**src/hw/rtl/fbc_pkg.sv**
```systemverilog
// Shared types and constants of the frustum box classifier
package fbc_pkg;

    localparam int NUM_PLANE_REGS = 6;
    localparam int CFG_INDEX_BITS = 3;
    localparam int PLANE_BITS     = 64;
    localparam int FIELD_BITS     = 16;
    localparam int COEF_BITS      = 16;
    localparam int MARGIN_BITS    = 16;
    localparam int D_SHIFT        = 14;
    localparam int CORNER_COUNT   = 8;
    localparam int AXES           = 3;

    typedef logic [CFG_INDEX_BITS-1:0] cfg_index_t;

    localparam cfg_index_t REG_PLANE_BASE = 3'd0;
    localparam cfg_index_t REG_MARGIN     = 3'd6;

    typedef enum logic [1:0] {
        VERDICT_OUTSIDE   = 2'd0,
        VERDICT_INSIDE    = 2'd1,
        VERDICT_INTERSECT = 2'd2
    } verdict_t;

    typedef struct packed {
        logic valid;
        logic outside;
        logic all_in;
    } fbc_flags_t;

endpackage

```
**src/hw/rtl/fbc_ifs.sv**
```systemverilog


interface fbc_cfg_if;
    logic        valid;
    logic        ready;
    logic [2:0]  index;
    logic [63:0] data;

    modport source (output valid, index, data, input ready);
    modport sink   (input valid, index, data, output ready);
endinterface

```
**src/hw/rtl/fbc_cfg_regs.sv**
```systemverilog
// Plane and margin configuration registers
module fbc_cfg_regs #(
    parameter int PLANE_COUNT = 6
) (
    input  logic                                          clk,
    input  logic                                          rst_n,
    fbc_cfg_if.sink                                       cfg,
    output logic [fbc_pkg::PLANE_BITS-1:0]                planes [PLANE_COUNT],
    output logic [fbc_pkg::MARGIN_BITS-1:0]               margin
);
    import fbc_pkg::*;

    logic [PLANE_BITS-1:0]  plane_reg [PLANE_COUNT];
    logic [MARGIN_BITS-1:0] margin_reg;

    assign cfg.ready = 1'b1;

    always_ff @(posedge clk or negedge rst_n)
    begin
        if (!rst_n)
        begin
            for (int p = 0; p < PLANE_COUNT; p++)
            begin
                plane_reg[p] <= '0;
            end
            margin_reg <= '0;
        end
        else if (cfg.valid)
        begin
            for (int p = 0; p < PLANE_COUNT; p++)
            begin
                if (cfg.index == REG_PLANE_BASE + CFG_INDEX_BITS'(p))
                begin
                    plane_reg[p] <= cfg.data;
                end
            end
            if (cfg.index == REG_MARGIN)
            begin
                margin_reg <= cfg.data[MARGIN_BITS-1:0];
            end
        end
    end

    assign planes = plane_reg;
    assign margin = margin_reg;

endmodule

```
**src/flat_wrapper.sv**
```systemverilog
// flat-port wrapper written by rule: the top's interface ports become plain ports
module fbc_cfg_regs_flat import fbc_pkg::*;
#(
    parameter int PLANE_COUNT = 6
)
  (clk, rst_n, planes, margin, cfg_valid, cfg_index, cfg_data, cfg_ready);
  fbc_cfg_if cfg_i ();
  input  logic clk;
  input  logic rst_n;
  output logic [fbc_pkg::PLANE_BITS-1:0] planes[PLANE_COUNT];
  output logic [fbc_pkg::MARGIN_BITS-1:0] margin;
  input wire logic [$bits(cfg_i.valid)-1:0] cfg_valid;
  input wire logic [$bits(cfg_i.index)-1:0] cfg_index;
  input wire logic [$bits(cfg_i.data)-1:0] cfg_data;
  output wire logic [$bits(cfg_i.ready)-1:0] cfg_ready;
  assign cfg_i.valid = cfg_valid;
  assign cfg_i.index = cfg_index;
  assign cfg_i.data = cfg_data;
  assign cfg_ready = cfg_i.ready;
  fbc_cfg_regs #(.PLANE_COUNT(PLANE_COUNT)) u_core (.clk(clk), .rst_n(rst_n), .cfg(cfg_i), .planes(planes), .margin(margin));
endmodule
```
**config.mk**
```make
export PLATFORM = sky130hd
export DESIGN_NAME = fbc_cfg_regs_flat
export DESIGN_NICKNAME = d
export VERILOG_FILES = /design/src/hw/rtl/fbc_pkg.sv /design/src/hw/rtl/fbc_ifs.sv /design/src/hw/rtl/fbc_cfg_regs.sv /design/src/flat_wrapper.sv
export SDC_FILE = /design/constraint.sdc
export NUM_CORES = 1
export LEC_CHECK = 0
export ABC_CLOCK_PERIOD_IN_PS = 900
export BUFFER_PORTS_ARGS = -buffer_cell sky130_fd_sc_hd__clkbuf_2
export CAP_MARGIN = 20
export CORE_MARGIN = 3
export CORE_UTILIZATION = 47
export CTS_CLUSTER_DIAMETER = 120
export DETAILED_ROUTE_END_ITERATION = 10
export PLACE_DENSITY = 0.83
export SYNTH_ARGS = -nofsm -noshare
export SYNTH_HDL_FRONTEND = slang
export SYNTH_SLANG_ARGS = --single-unit
export TNS_END_PERCENT = 1
```
**constraint.sdc**
```tcl
create_clock -name clk -period 0.9 [get_ports clk]
set_clock_uncertainty 0.15 [all_clocks]
set_input_delay 0.135 -clock clk [delete_from_list [all_inputs] [get_ports clk]]
set_output_delay 0.135 -clock clk [all_outputs]
set_load 0.05 [all_outputs]
```
---- Yosys cells after proc, flatten, opt, wreduce, memory -nomap -nowiden ----
Index checks and enable logic that the tools add are counted.
cells by class
  equality and inequality tests ........... 6
  reductions and logical operators ........ 8
operator list
  kind                count
  $reduce_and 2->1    7
  $eq 3x3->1 const B  3
  $eq 3x2->1 const B  2
  $eq 3x1->1 const B  1
  $logic_not 3->1     1
storage, ports and cells
  register bits after elaboration ......... 400
  output and inout bits ................... 401
  logic and storage cells ................. 21
  bits of input ports ..................... 70

---- Longest topological paths before layout ----
Gate-level depths: netlist of run 1.
  depth after elaboration ................. 2
  mapped depth ............................ 4
  depth with buffers taken out ............ 2

---- Worst setup path after synthesis of run 1 ----
OpenSTA, ideal clock, no wires.
  kind .................................... input to register
  start ................................... input cfg_index[1]
  end ..................................... register u_core.plane_reg (netlist bit u_core.planes[323])
  library setup time ...................... 0.125 ns
  arrival ................................. 1.061 ns
  slack ................................... -0.436 ns
  buffers on the path ..................... 2
  cell stages on the path ................. 4
  data required time ...................... 0.625 ns
  cell sequence ........................... nor4b_2 buf_4 buf_6 mux2_2
on the way
  word-level cells in the longest chain between the ends .. 2
RTL lines
  what                               line                text
  start: declaration                 flat_wrapper.sv:13  input wire logic [$bits(cfg_i.index)-1:0] cfg_index;
  $logic_not 3->1                    fbc_cfg_regs.sv:32  if (cfg.index == REG_PLANE_BASE + CFG_INDEX_BITS'(p))
  $reduce_and 2->1 (no source line)  --
  end signal: indexed assignment     fbc_cfg_regs.sv:34  plane_reg[p] <= cfg.data;
  end: declaration                   fbc_cfg_regs.sv:13  logic [PLANE_BITS-1:0] plane_reg [PLANE_COUNT];
No other way between the ends.
A chain may end at the register's enable or synchronous reset.

---- Worst setup path in the final report of run 1 ----
  start ................................... register u_core.plane_reg (netlist bit u_core.planes[133])
  end ..................................... output planes[133] in the netlist's numbering
RTL lines
  what              line                text
  end: declaration  flat_wrapper.sv:10  output logic [fbc_pkg::PLANE_BITS-1:0] planes[PLANE_COUNT];
No word-level cell between the ends.

==> flow_metrics.env, run 1 <==
export IMPL_worstSetupPathType="reg -> out"
export IMPL_crit_arrival_ns=1.22
export IMPL_num_rows=66
export IMPL_hold_violations=14
export IMPL_ys_warn_count=0
export IMPL_crit_required_ns=0.61
export IMPL_outcome="finished with violations"
export IMPL_synth_top_flop_cell="dfrtp_1"
export IMPL_htree_levels=2
export IMPL_cpMaxStageDelayCell="dfrtp_1"
export IMPL_grt_start_max_net_pins=50
export IMPL_clk_pin_slew_ns=0.07
export IMPL_synthDistinctLibCells=12
export IMPL_fin_cells=1924
export IMPL_path_buf_inv=1
export IMPL_cts_path_max_buffers=3
export IMPL_fin_nets=1518
export IMPL_drive_above_1_share_pct=69.1
export IMPL_fin_ws_ns=-0.600
export IMPL_core_sq_um=32900
export IMPL_first_pass_iters=5
export IMPL_yosys_cell_count_top_type="dfrtp_1"
export IMPL_synth_seq_cells=400
export IMPL_post_route_min_period_ns=1.50
export IMPL_synthTopCellsByArea="dfrtp_1 63%, mux2_4 17%, mux2_2 16%"
export IMPL_preCtsSetupSlack_ns=-0.745
export IMPL_grt_first_pass_wirelength_mm=85.7
export IMPL_yosysTopAreaCellShare_pct=63.3
export IMPL_cts_made_buffers=41
export IMPL_slew_viol_final=0
export IMPL_crit_family="flip-flops"
export IMPL_endpoint_kind="primary output"
export IMPL_rsz0062_at_grt="true"
export IMPL_power_density_nw_per_um2=3180
export IMPL_routed_wl_mm=62.3
export IMPL_vias_per_cell=5.66
export IMPL_gp_congestion=0.804
export IMPL_setup_viol=800
export IMPL_wl_per_cell_um=32.4
export IMPL_crit_path_start_kind="flip-flop"
export IMPL_holdWs_ns=-0.0942
export IMPL_netlist_instances=852
export IMPL_yosysTopAreaCell="dfrtp_1"
export IMPL_stdcell_area_sq_um=26200
export IMPL_port_buffers=469
export IMPL_postRouteAntennaNets=0
export IMPL_drc_errors=0
export IMPL_maxCapViolations=0
export IMPL_grt_total_usage_pct=32.1
export IMPL_violations="negative hold slack, negative setup slack"
export IMPL_cts_root_buf="clkbuf_16"
export IMPL_first_iter_violations=573
export IMPL_die_y_um=189
export IMPL_ys_seq_area_share_pct=63.3
export IMPL_synth_edf_count=0
export IMPL_p_leak_nw=12.2
export IMPL_cpPeakStageDelay_ns=0.45
export IMPL_vias=10900
export IMPL_ir_drop_mv=2.54
export IMPL_path_cells="clkbuf_8"
export IMPL_cts_tree="built"
export IMPL_synthToLayoutAreaGrowth_pct=65.8
export IMPL_cts_sinks=400
export IMPL_initial_core_util_pct=48.1
export IMPL_holdBufCountCts=63
export IMPL_synth_area_per_cell_sq_um=18.6
export IMPL_antenna_found_initial=1
export IMPL_fmax_mhz=667
export IMPL_synth_area_sq_um=15800
export IMPL_hp_class="in -> reg"
export IMPL_placed_area_sq_um=21300
export IMPL_ios=471
export IMPL_async_flop_share_pct=100
export IMPL_synthTopCellsByCount="400 x dfrtp_1, 220 x mux2_2, 180 x mux2_4, 15 x buf_6, 14 x buf_4"
export IMPL_fin_setup_tns_ns=-254.70
export IMPL_synth_fp_nets=922
export IMPL_dpl_hpwl_mm=30.7
export IMPL_placed_cells=1776
export IMPL_grt_pass1_vias=12300
export IMPL_dieArea_sq_um=35900
export IMPL_dieWidth_um=189
export IMPL_fillers=1544
export IMPL_worstPathMaxFanout=2
export IMPL_fin_crit_sh_pct=167
export IMPL_clk_latency_ns=0.53
export IMPL_grt_overflow=0
export IMPL_largest_reg_flops=384
==> path summary, 6_finish.rpt <==
| kind | start | end | slack [ns] | cells past startpoint |
|---|---|---|---|---|
| setup / recovery | u_core.planes[133]$_DFFE_PN0P_ | planes[133] | -0.60 | 1 |
| hold / removal | cfg_data[6] | u_core.planes[198]$_DFFE_PN0P_ | -0.09 | 2 |
| setup reg to reg | u_core.planes[47]$_DFFE_PN0P_ | u_core.planes[47]$_DFFE_PN0P_ | -0.25 | 2 |
| hold reg to reg | u_core.planes[254]$_DFFE_PN0P_ | u_core.planes[254]$_DFFE_PN0P_ | 0.40 | 1 |
| max in group asynchronous | rst_n | u_core.planes[309]$_DFFE_PN0P_ | 0.07 | 4 |
| min in group asynchronous | rst_n | u_core.margin[1]$_DFFE_PN0P_ | 0.05 | 3 |
==> repair_timing <==
item / in CTS / in global routing
buffers inserted: 5 / 3
pin swaps: 4 / 0
gates resized for setup: 509 / 272
endpoints found under the setup margin: 797 / 800
hold endpoints to repair: 800 / 14
==> routing by layer <==
layer / global-route usage, % / wire [um] / part of all wire (%) / vias to the layer above
li1: - / - / - / 4215
met1: 34.5 / 20800 / 33 / 5744
met2: 56.0 / 32300 / 52 / 679
met3: 8.48 / 4300 / 6.9 / 257
met4: 20.4 / 4880 / 7.8 / 0
met5: 0 / 0 / 0 / -
==> layout make-up <==
cell class / count / area [sq um] / share of cell area [%]
multi-input combinational: 408 / 5470 / 20.9
clock buffer: 58 / 1240 / 4.74
clock inverter: 18 / 248 / 0.945
tap: 442 / 553 / 2.11
antenna: 1 / 2.50 / 0.00955
sequential: 400 / 10000 / 38.3
timing repair buffer: 597 / 8670 / 33.1
==> logic make-up (layout without fill, tap and decap cells) <==
| kind of cell | after synthesis | in the layout | share of synthesized area, % |
|---|---|---|---|
| and+or+nand+nor | 7 | 7 | 0.538 |
| DFF | 400 | 400 | 63.3 |
| muxes | 400 | 400 | 32.8 |
| other | 1 | 2 | 0.0237 |
| buffers and inverters | 44 | 673 | 3.35 |
==> per-stage QoR <==
step | util [%] | total power, W
CTS | 78.3 | 0.0794
global route | 79.7 | 0.0851
detailed placement | 64.9 | 0.0561
global placement | 64.9 | 0.0553
floorplan | - | 0.0432
finish | 79.7 | 0.0833
==> cell usage in the layout (no fill, tap or decap), types with 12 or more instances in the layout <==
| master | netlist | routed |
|---|---|---|
| mux2_4 | 180 | 227 |
| dfrtp_2 | 0 | 12 |
| clkbuf_8 | 0 | 39 |
| dfrtp_1 | 400 | 388 |
| clkbuf_16 | 0 | 45 |
| buf_4 | 14 | 26 |
| mux2_2 | 220 | 173 |
| buf_12 | 12 | 185 |
| buf_8 | 0 | 217 |
| dlygate4sd3_1 | 0 | 63 |
| clkbuf_2 | 0 | 64 |
==> where the power goes <==
part	total [W]	internal [W]	switching (W)
sequential	0.0270	0.0220	0.00503
clock	0.0192	0.0114	0.00781
combinational	0.0371	0.0170	0.0201
Power figures use the tool's default switching activity.
==> run 2, diff against run 1 <==
--- a/config.mk
+++ b/config.mk
@@ -13,6 +13,7 @@
 export CTS_CLUSTER_DIAMETER = 120
 export DETAILED_ROUTE_END_ITERATION = 10
 export PLACE_DENSITY = 0.83
+export RECOVER_POWER = 25
 export SYNTH_ARGS = -nofsm -noshare
 export SYNTH_HDL_FRONTEND = slang
 export SYNTH_SLANG_ARGS = --single-unit
==> flow_metrics.env, run 2 (synthesis gave the netlist of run 1 again) <==
export IMPL_multiInputGateArea_sq_um=5470
export IMPL_ios=471
export IMPL_final_cell_mix="388 x dfrtp_1, 227 x mux2_4, 216 x buf_8, 182 x buf_12, 173 x mux2_2"
export IMPL_final_common_cell="dfrtp_1"
export IMPL_cpPeakStageDelay_ns=0.45
export IMPL_placed_cells=1776
export IMPL_slew_viol_final=0
export IMPL_fmax_mhz=666
export IMPL_holdWs_ns=-0.0953
export IMPL_switching_share_pct=39.6
export IMPL_first_pass_iters=5
export IMPL_reg2reg_slack_ns=-0.24
export IMPL_fin_nets=1518
export IMPL_grt_total_usage_pct=32.1
export IMPL_worstPathMaxFanout=2
export IMPL_clk_pin_slew_ns=0.07
export IMPL_fin_crit_sh_pct=167
export IMPL_fin_cells=1924
export IMPL_drc_errors=0
export IMPL_gp_congestion=0.804
export IMPL_cts_sinks=400
export IMPL_cpMaxStageDelayCell="dfrtp_1"
export IMPL_largest_reg_flops=384
export IMPL_post_route_min_period_ns=1.50
export IMPL_drive_above_1_share_pct=69.1
export IMPL_dpl_hpwl_mm=30.7
export IMPL_num_rows=66
export IMPL_ir_drop_mv=2.54
export IMPL_hold_violations=14
export IMPL_fin_util_pct=79.6
export IMPL_initial_core_util_pct=48.1
export IMPL_crit_path_start_kind="flip-flop"
export IMPL_p_total_w=0.0833
export IMPL_fillers=1548
export IMPL_path_cells="clkbuf_8"
export IMPL_clkPwrFrac_pct=23.1
export IMPL_p_int_w=0.0503
export IMPL_hp_class="in -> reg"
export IMPL_grt_overflow=0
export IMPL_cts_root_buf="clkbuf_16"
export IMPL_holdBufCountCts=63
export IMPL_vias=10900
export IMPL_crit_arrival_ns=1.22
export IMPL_worstSetupPathType="reg -> out"
export IMPL_antenna_found_initial=1
export IMPL_preCtsSetupSlack_ns=-0.745
export IMPL_r2r_start="u_core.planes[47]$_DFFE_PN0P_"
export IMPL_cts_made_buffers=41
export IMPL_crit_family="flip-flops"
export IMPL_p_leak_nw=12.2
export IMPL_first_iter_violations=631
export IMPL_routed_wl_mm=62.3
export IMPL_rsz0062_at_grt="true"
export IMPL_htree_levels=2
export IMPL_postRouteAntennaNets=0
export IMPL_violations="negative hold slack, negative setup slack"
export IMPL_vias_per_cell=5.65
export IMPL_combPwrFrac_pct=44.5
export IMPL_endpoint_kind="primary output"
export IMPL_power_switching_w=0.0330
export IMPL_regToRegEndpoint="u_core.planes[47]$_DFFE_PN0P_"
export IMPL_whs_endpoint="u_core.planes[198]$_DFFE_PN0P_"
export IMPL_min_path_cells=2
export IMPL_clk_latency_ns=0.53
export IMPL_power_density_nw_per_um2=3180
export IMPL_grt_pass1_vias=12300
export IMPL_reg2regPathDepth=2
export IMPL_min_from="cfg_data[6]"
export IMPL_synthToLayoutAreaGrowth_pct=65.5
export IMPL_path_buf_inv=1
export IMPL_wl_per_cell_um=32.4
export IMPL_fin_ws_ns=-0.601
export IMPL_crit_required_ns=0.61
export IMPL_cts_tree="built"
export IMPL_dieWidth_um=189
export IMPL_core_sq_um=32900
export IMPL_grt_start_max_net_pins=50
export IMPL_cts_path_max_buffers=3
export IMPL_dieArea_sq_um=35900
export IMPL_final_seq_area_sq_um=10000
export IMPL_setup_viol=1133
export IMPL_grt_first_pass_wirelength_mm=85.7
export IMPL_die_y_um=189
export IMPL_seqPwrFrac_pct=32.4
export IMPL_outcome="finished with violations"
export IMPL_maxCapViolations=0
export IMPL_port_buffers=469
-- run 2: what timing repair did --
item	4_1_cts	5_1_grt
gates cloned	0	0
pin swaps	4	0
endpoints found under the setup margin	797	800
setup buffers	5	3
hold endpoints to repair	800	14
gates resized for setup	509	272
-- run 2: how the worst max path moves through the flow --
stage	start	endpoint	cells after the start
after global placement	cfg_index[0]	u_core.planes[64]$_DFFE_PN0P_	4
final	u_core.planes[133]$_DFFE_PN0P_	planes[133]	1
after CTS	u_core.planes[301]$_DFFE_PN0P_	planes[301]	1
after floorplan	cfg_index[1]	u_core.planes[323]$_DFFE_PN0P_	4
after global routing	u_core.planes[305]$_DFFE_PN0P_	planes[305]	1
after detailed placement	cfg_index[0]	u_core.planes[64]$_DFFE_PN0P_	4
-- run 2: power groups by stage --
stage / clock (W) / combinational [W] / sequential [W]
CTS: 0.0188 / 0.0348 / 0.0257
detailed placement: 0 / 0.0305 / 0.0256
floorplan: 0 / 0.00484 / 0.0383
global placement: 0 / 0.0300 / 0.0253
global route: 0.0201 / 0.0376 / 0.0273
finish: 0.0192 / 0.0371 / 0.0270
-- run 2: metal layers --
| metal | track usage (%) | vias up | share of wire (%) |
|---|---|---|---|
| li1 | - | 4227 | - |
| met4 | 20.4 | 0 | 7.9 |
| met1 | 34.5 | 5709 | 33 |
| met2 | 56.0 | 683 | 52 |
| met5 | 0 | - | 0 |
| met3 | 8.48 | 256 | 6.8 |
-- run 2: per-stage QoR --
stage / TNS, ns / area, sq um / hold WS (ns)
after floorplan: -140.80 / 15800 / -0.311
after global placement: -252.96 / 21300 / -0.0600
after detailed placement: -263.60 / 21300 / -0.0602
after CTS: -234.40 / 25700 / -0.140
after global routing: -300.87 / 26200 / -0.114
final: -277.52 / 26200 / -0.0953
-- run 2: area by class of cell --
class                      count  share of cell area [%]
antenna                        1                 0.00956
sequential                   400                    38.3
multi-input combinational    408                    20.9
clock buffer                  58                    4.75
tap                          442                    2.11
timing repair buffer         597                    33.0
clock inverter                18                   0.947
==> run 3, diff against run 2 <==
--- a/config.mk
+++ b/config.mk
@@ -6,7 +6,7 @@
 export NUM_CORES = 1
 export LEC_CHECK = 0
 export ABC_CLOCK_PERIOD_IN_PS = 900
-export BUFFER_PORTS_ARGS = -buffer_cell sky130_fd_sc_hd__clkbuf_2
+export BUFFER_PORTS_ARGS = -buffer_cell sky130_fd_sc_hd__buf_2
 export CAP_MARGIN = 20
 export CORE_MARGIN = 3
 export CORE_UTILIZATION = 47
==> flow_metrics.env, run 3 (synthesis gave the netlist of run 1 again) <==
export IMPL_slew_viol_final=0
export IMPL_r2r_start="u_core.planes[243]$_DFFE_PN0P_"
export IMPL_holdWs_ns=0.0236
export IMPL_synthToLayoutAreaGrowth_pct=51.5
export IMPL_clk_latency_ns=0.52
export IMPL_dieWidth_um=189
export IMPL_crit_required_ns=0.61
export IMPL_core_sq_um=32900
export IMPL_gp_congestion=0.832
export IMPL_fin_nets=1540
export IMPL_drc_errors=0
export IMPL_dieArea_sq_um=35900
export IMPL_ios=471
export IMPL_port_buffers=469
export IMPL_seqPwrFrac_pct=34.4
export IMPL_hold_violations=0
export IMPL_grt_total_usage_pct=28.4
export IMPL_crit_arrival_ns=1.14
export IMPL_reg2reg_slack_ns=-0.32
export IMPL_grt_pass1_vias=12000
export IMPL_cts_made_buffers=42
export IMPL_vias=10300
export IMPL_post_route_min_period_ns=1.43
export IMPL_fin_setup_tns_ns=-262.10
export IMPL_grt_start_max_net_pins=38
export IMPL_final_common_cell="dfrtp_1"
export IMPL_fmax_mhz=701
export IMPL_cts_sinks=400
export IMPL_cp_startpoint="u_core.planes[111]$_DFFE_PN0P_"
export IMPL_cpPeakStageDelay_ns=0.43
export IMPL_power_switching_w=0.0301
export IMPL_maxCapViolations=0
export IMPL_regToRegEndpoint="u_core.planes[243]$_DFFE_PN0P_"
export IMPL_cpMaxStageDelayCell="dfrtp_1"
export IMPL_p_int_w=0.0447
export IMPL_final_cell_mix="400 x dfrtp_1, 398 x buf_6, 211 x mux2_4, 189 x mux2_2, 65 x dlygate4sd3_1"
export IMPL_die_y_um=189
export IMPL_num_rows=66
export IMPL_cts_root_buf="clkbuf_16"
export IMPL_antenna_found_initial=0
export IMPL_first_pass_iters=6
export IMPL_grt_first_pass_wirelength_mm=77.8
export IMPL_fin_crit_sh_pct=159
export IMPL_dpl_hpwl_mm=29.8
export IMPL_worstSetupPathType="reg -> out"
export IMPL_hp_class="in -> reg"
export IMPL_clkPwrFrac_pct=23.0
export IMPL_switching_share_pct=40.2
export IMPL_min_from="cfg_index[2]"
export IMPL_crit_family="flip-flops"
export IMPL_setup_viol=1146
export IMPL_worstPathMaxFanout=2
export IMPL_wl_per_cell_um=26.9
export IMPL_initial_core_util_pct=48.1
export IMPL_routed_wl_mm=52.0
export IMPL_drive_above_1_share_pct=68.1
export IMPL_violations="negative setup slack"
export IMPL_vias_per_cell=5.33
export IMPL_path_buf_inv=1
export IMPL_outcome="finished with violations"
export IMPL_power_density_nw_per_um2=3120
export IMPL_combPwrFrac_pct=42.6
export IMPL_tightest_slew_ns=0.510
export IMPL_first_iter_violations=323
export IMPL_reg2regPathDepth=3
export IMPL_ir_drop_mv=2.37
export IMPL_clk_pin_slew_ns=0.06
export IMPL_crit_path_start_kind="flip-flop"
export IMPL_maxSlewHeadroom_pct=66.0
export IMPL_grt_overflow=0
export IMPL_postRouteAntennaNets=0
export IMPL_diodes=0
export IMPL_p_leak_nw=11.3
export IMPL_whs_endpoint="u_core.margin[1]$_DFFE_PN0P_"
export IMPL_cts_tree="built"
export IMPL_path_cells="buf_6"
export IMPL_fin_ws_ns=-0.527
export IMPL_largest_reg_flops=384
export IMPL_htree_levels=2
export IMPL_rsz0062_at_grt="true"
export IMPL_cp_num_cells=1
export IMPL_min_path_cells=4
export IMPL_cts_path_max_buffers=3
export IMPL_endpoint_kind="primary output"
-- run 3: cell count changes in the layout (fill, tap and decap cells not counted), moves of 12 or more --
cell      delta
buf_6      +386
mux2_4      -16
clkbuf_2    -65
buf_2       +63
dfrtp_2     -12
dfrtp_1     +12
clkbuf_8    -29
buf_4       +22
buf_8      -216
buf_12     -143
mux2_2      +16
-- run 3: what timing repair did --
action | CTS | global route
setup endpoints to repair | 786 | 800
hold buffers | 65 | 0
endpoints found under the hold margin | 800 | 0
buffers inserted | 4 | 6
pin swaps | 0 | 2
resized for setup | 781 | 47
-- run 3: stage by stage --
| step | util [%] | power, W | instances | setup slack [ns] | cell area, sq um |
|---|---|---|---|---|---|
| after CTS | 72.3 | 0.0736 | 1931 | -0.526 | 23800 |
| after global placement | 58.7 | 0.0500 | 1793 | -0.709 | 19300 |
| after floorplan | - | 0.0432 | 852 | -0.409 | 15800 |
| after global routing | 72.9 | 0.0768 | 1937 | -0.551 | 23900 |
| after detailed placement | 58.7 | 0.0506 | 1793 | -0.771 | 19300 |
| final | 72.9 | 0.0748 | 1937 | -0.527 | 23900 |
-- run 3: per-layer routing --
| metal | routed length [um] | vias up | global-route usage (%) | part of all wire (%) |
|---|---|---|---|---|
| met5 | 0 | - | 0 | 0 |
| li1 | - | 4252 | - | - |
| met4 | 2900 | 0 | 15.3 | 5.6 |
| met3 | 2940 | 155 | 5.83 | 5.6 |
| met1 | 18200 | 5431 | 31.2 | 35 |
| met2 | 28000 | 492 | 51.5 | 54 |
-- run 3: worst max-delay path by stage --
stage                                                end  slack [ns]
final                                        planes[111]       -0.53
after global routing                         planes[170]       -0.55
after CTS                                    planes[319]       -0.53
after detailed placement  u_core.planes[348]$_DFFE_PN0P_       -0.77
after global placement    u_core.planes[344]$_DFFE_PN0P_       -0.71
after floorplan           u_core.planes[323]$_DFFE_PN0P_       -0.41
-- run 3: cell type report --
type	instances	area, sq um
clock inverters	6	62.6
multi-input cells	408	5410
flip-flops and latches	400	10000
fillers	1836	8920
repair buffers	618	6620
clock buffers	63	1290
well taps	442	553
-- run 3: power groups by stage --
stage / Combinational (W) / Clock, W / Sequential, W
global route: 0.0326 / 0.0182 / 0.0261
CTS: 0.0311 / 0.0172 / 0.0253
floorplan: 0.00484 / 0 / 0.0383
global placement: 0.0257 / 0 / 0.0244
finish: 0.0319 / 0.0172 / 0.0257
detailed placement: 0.0261 / 0 / 0.0246
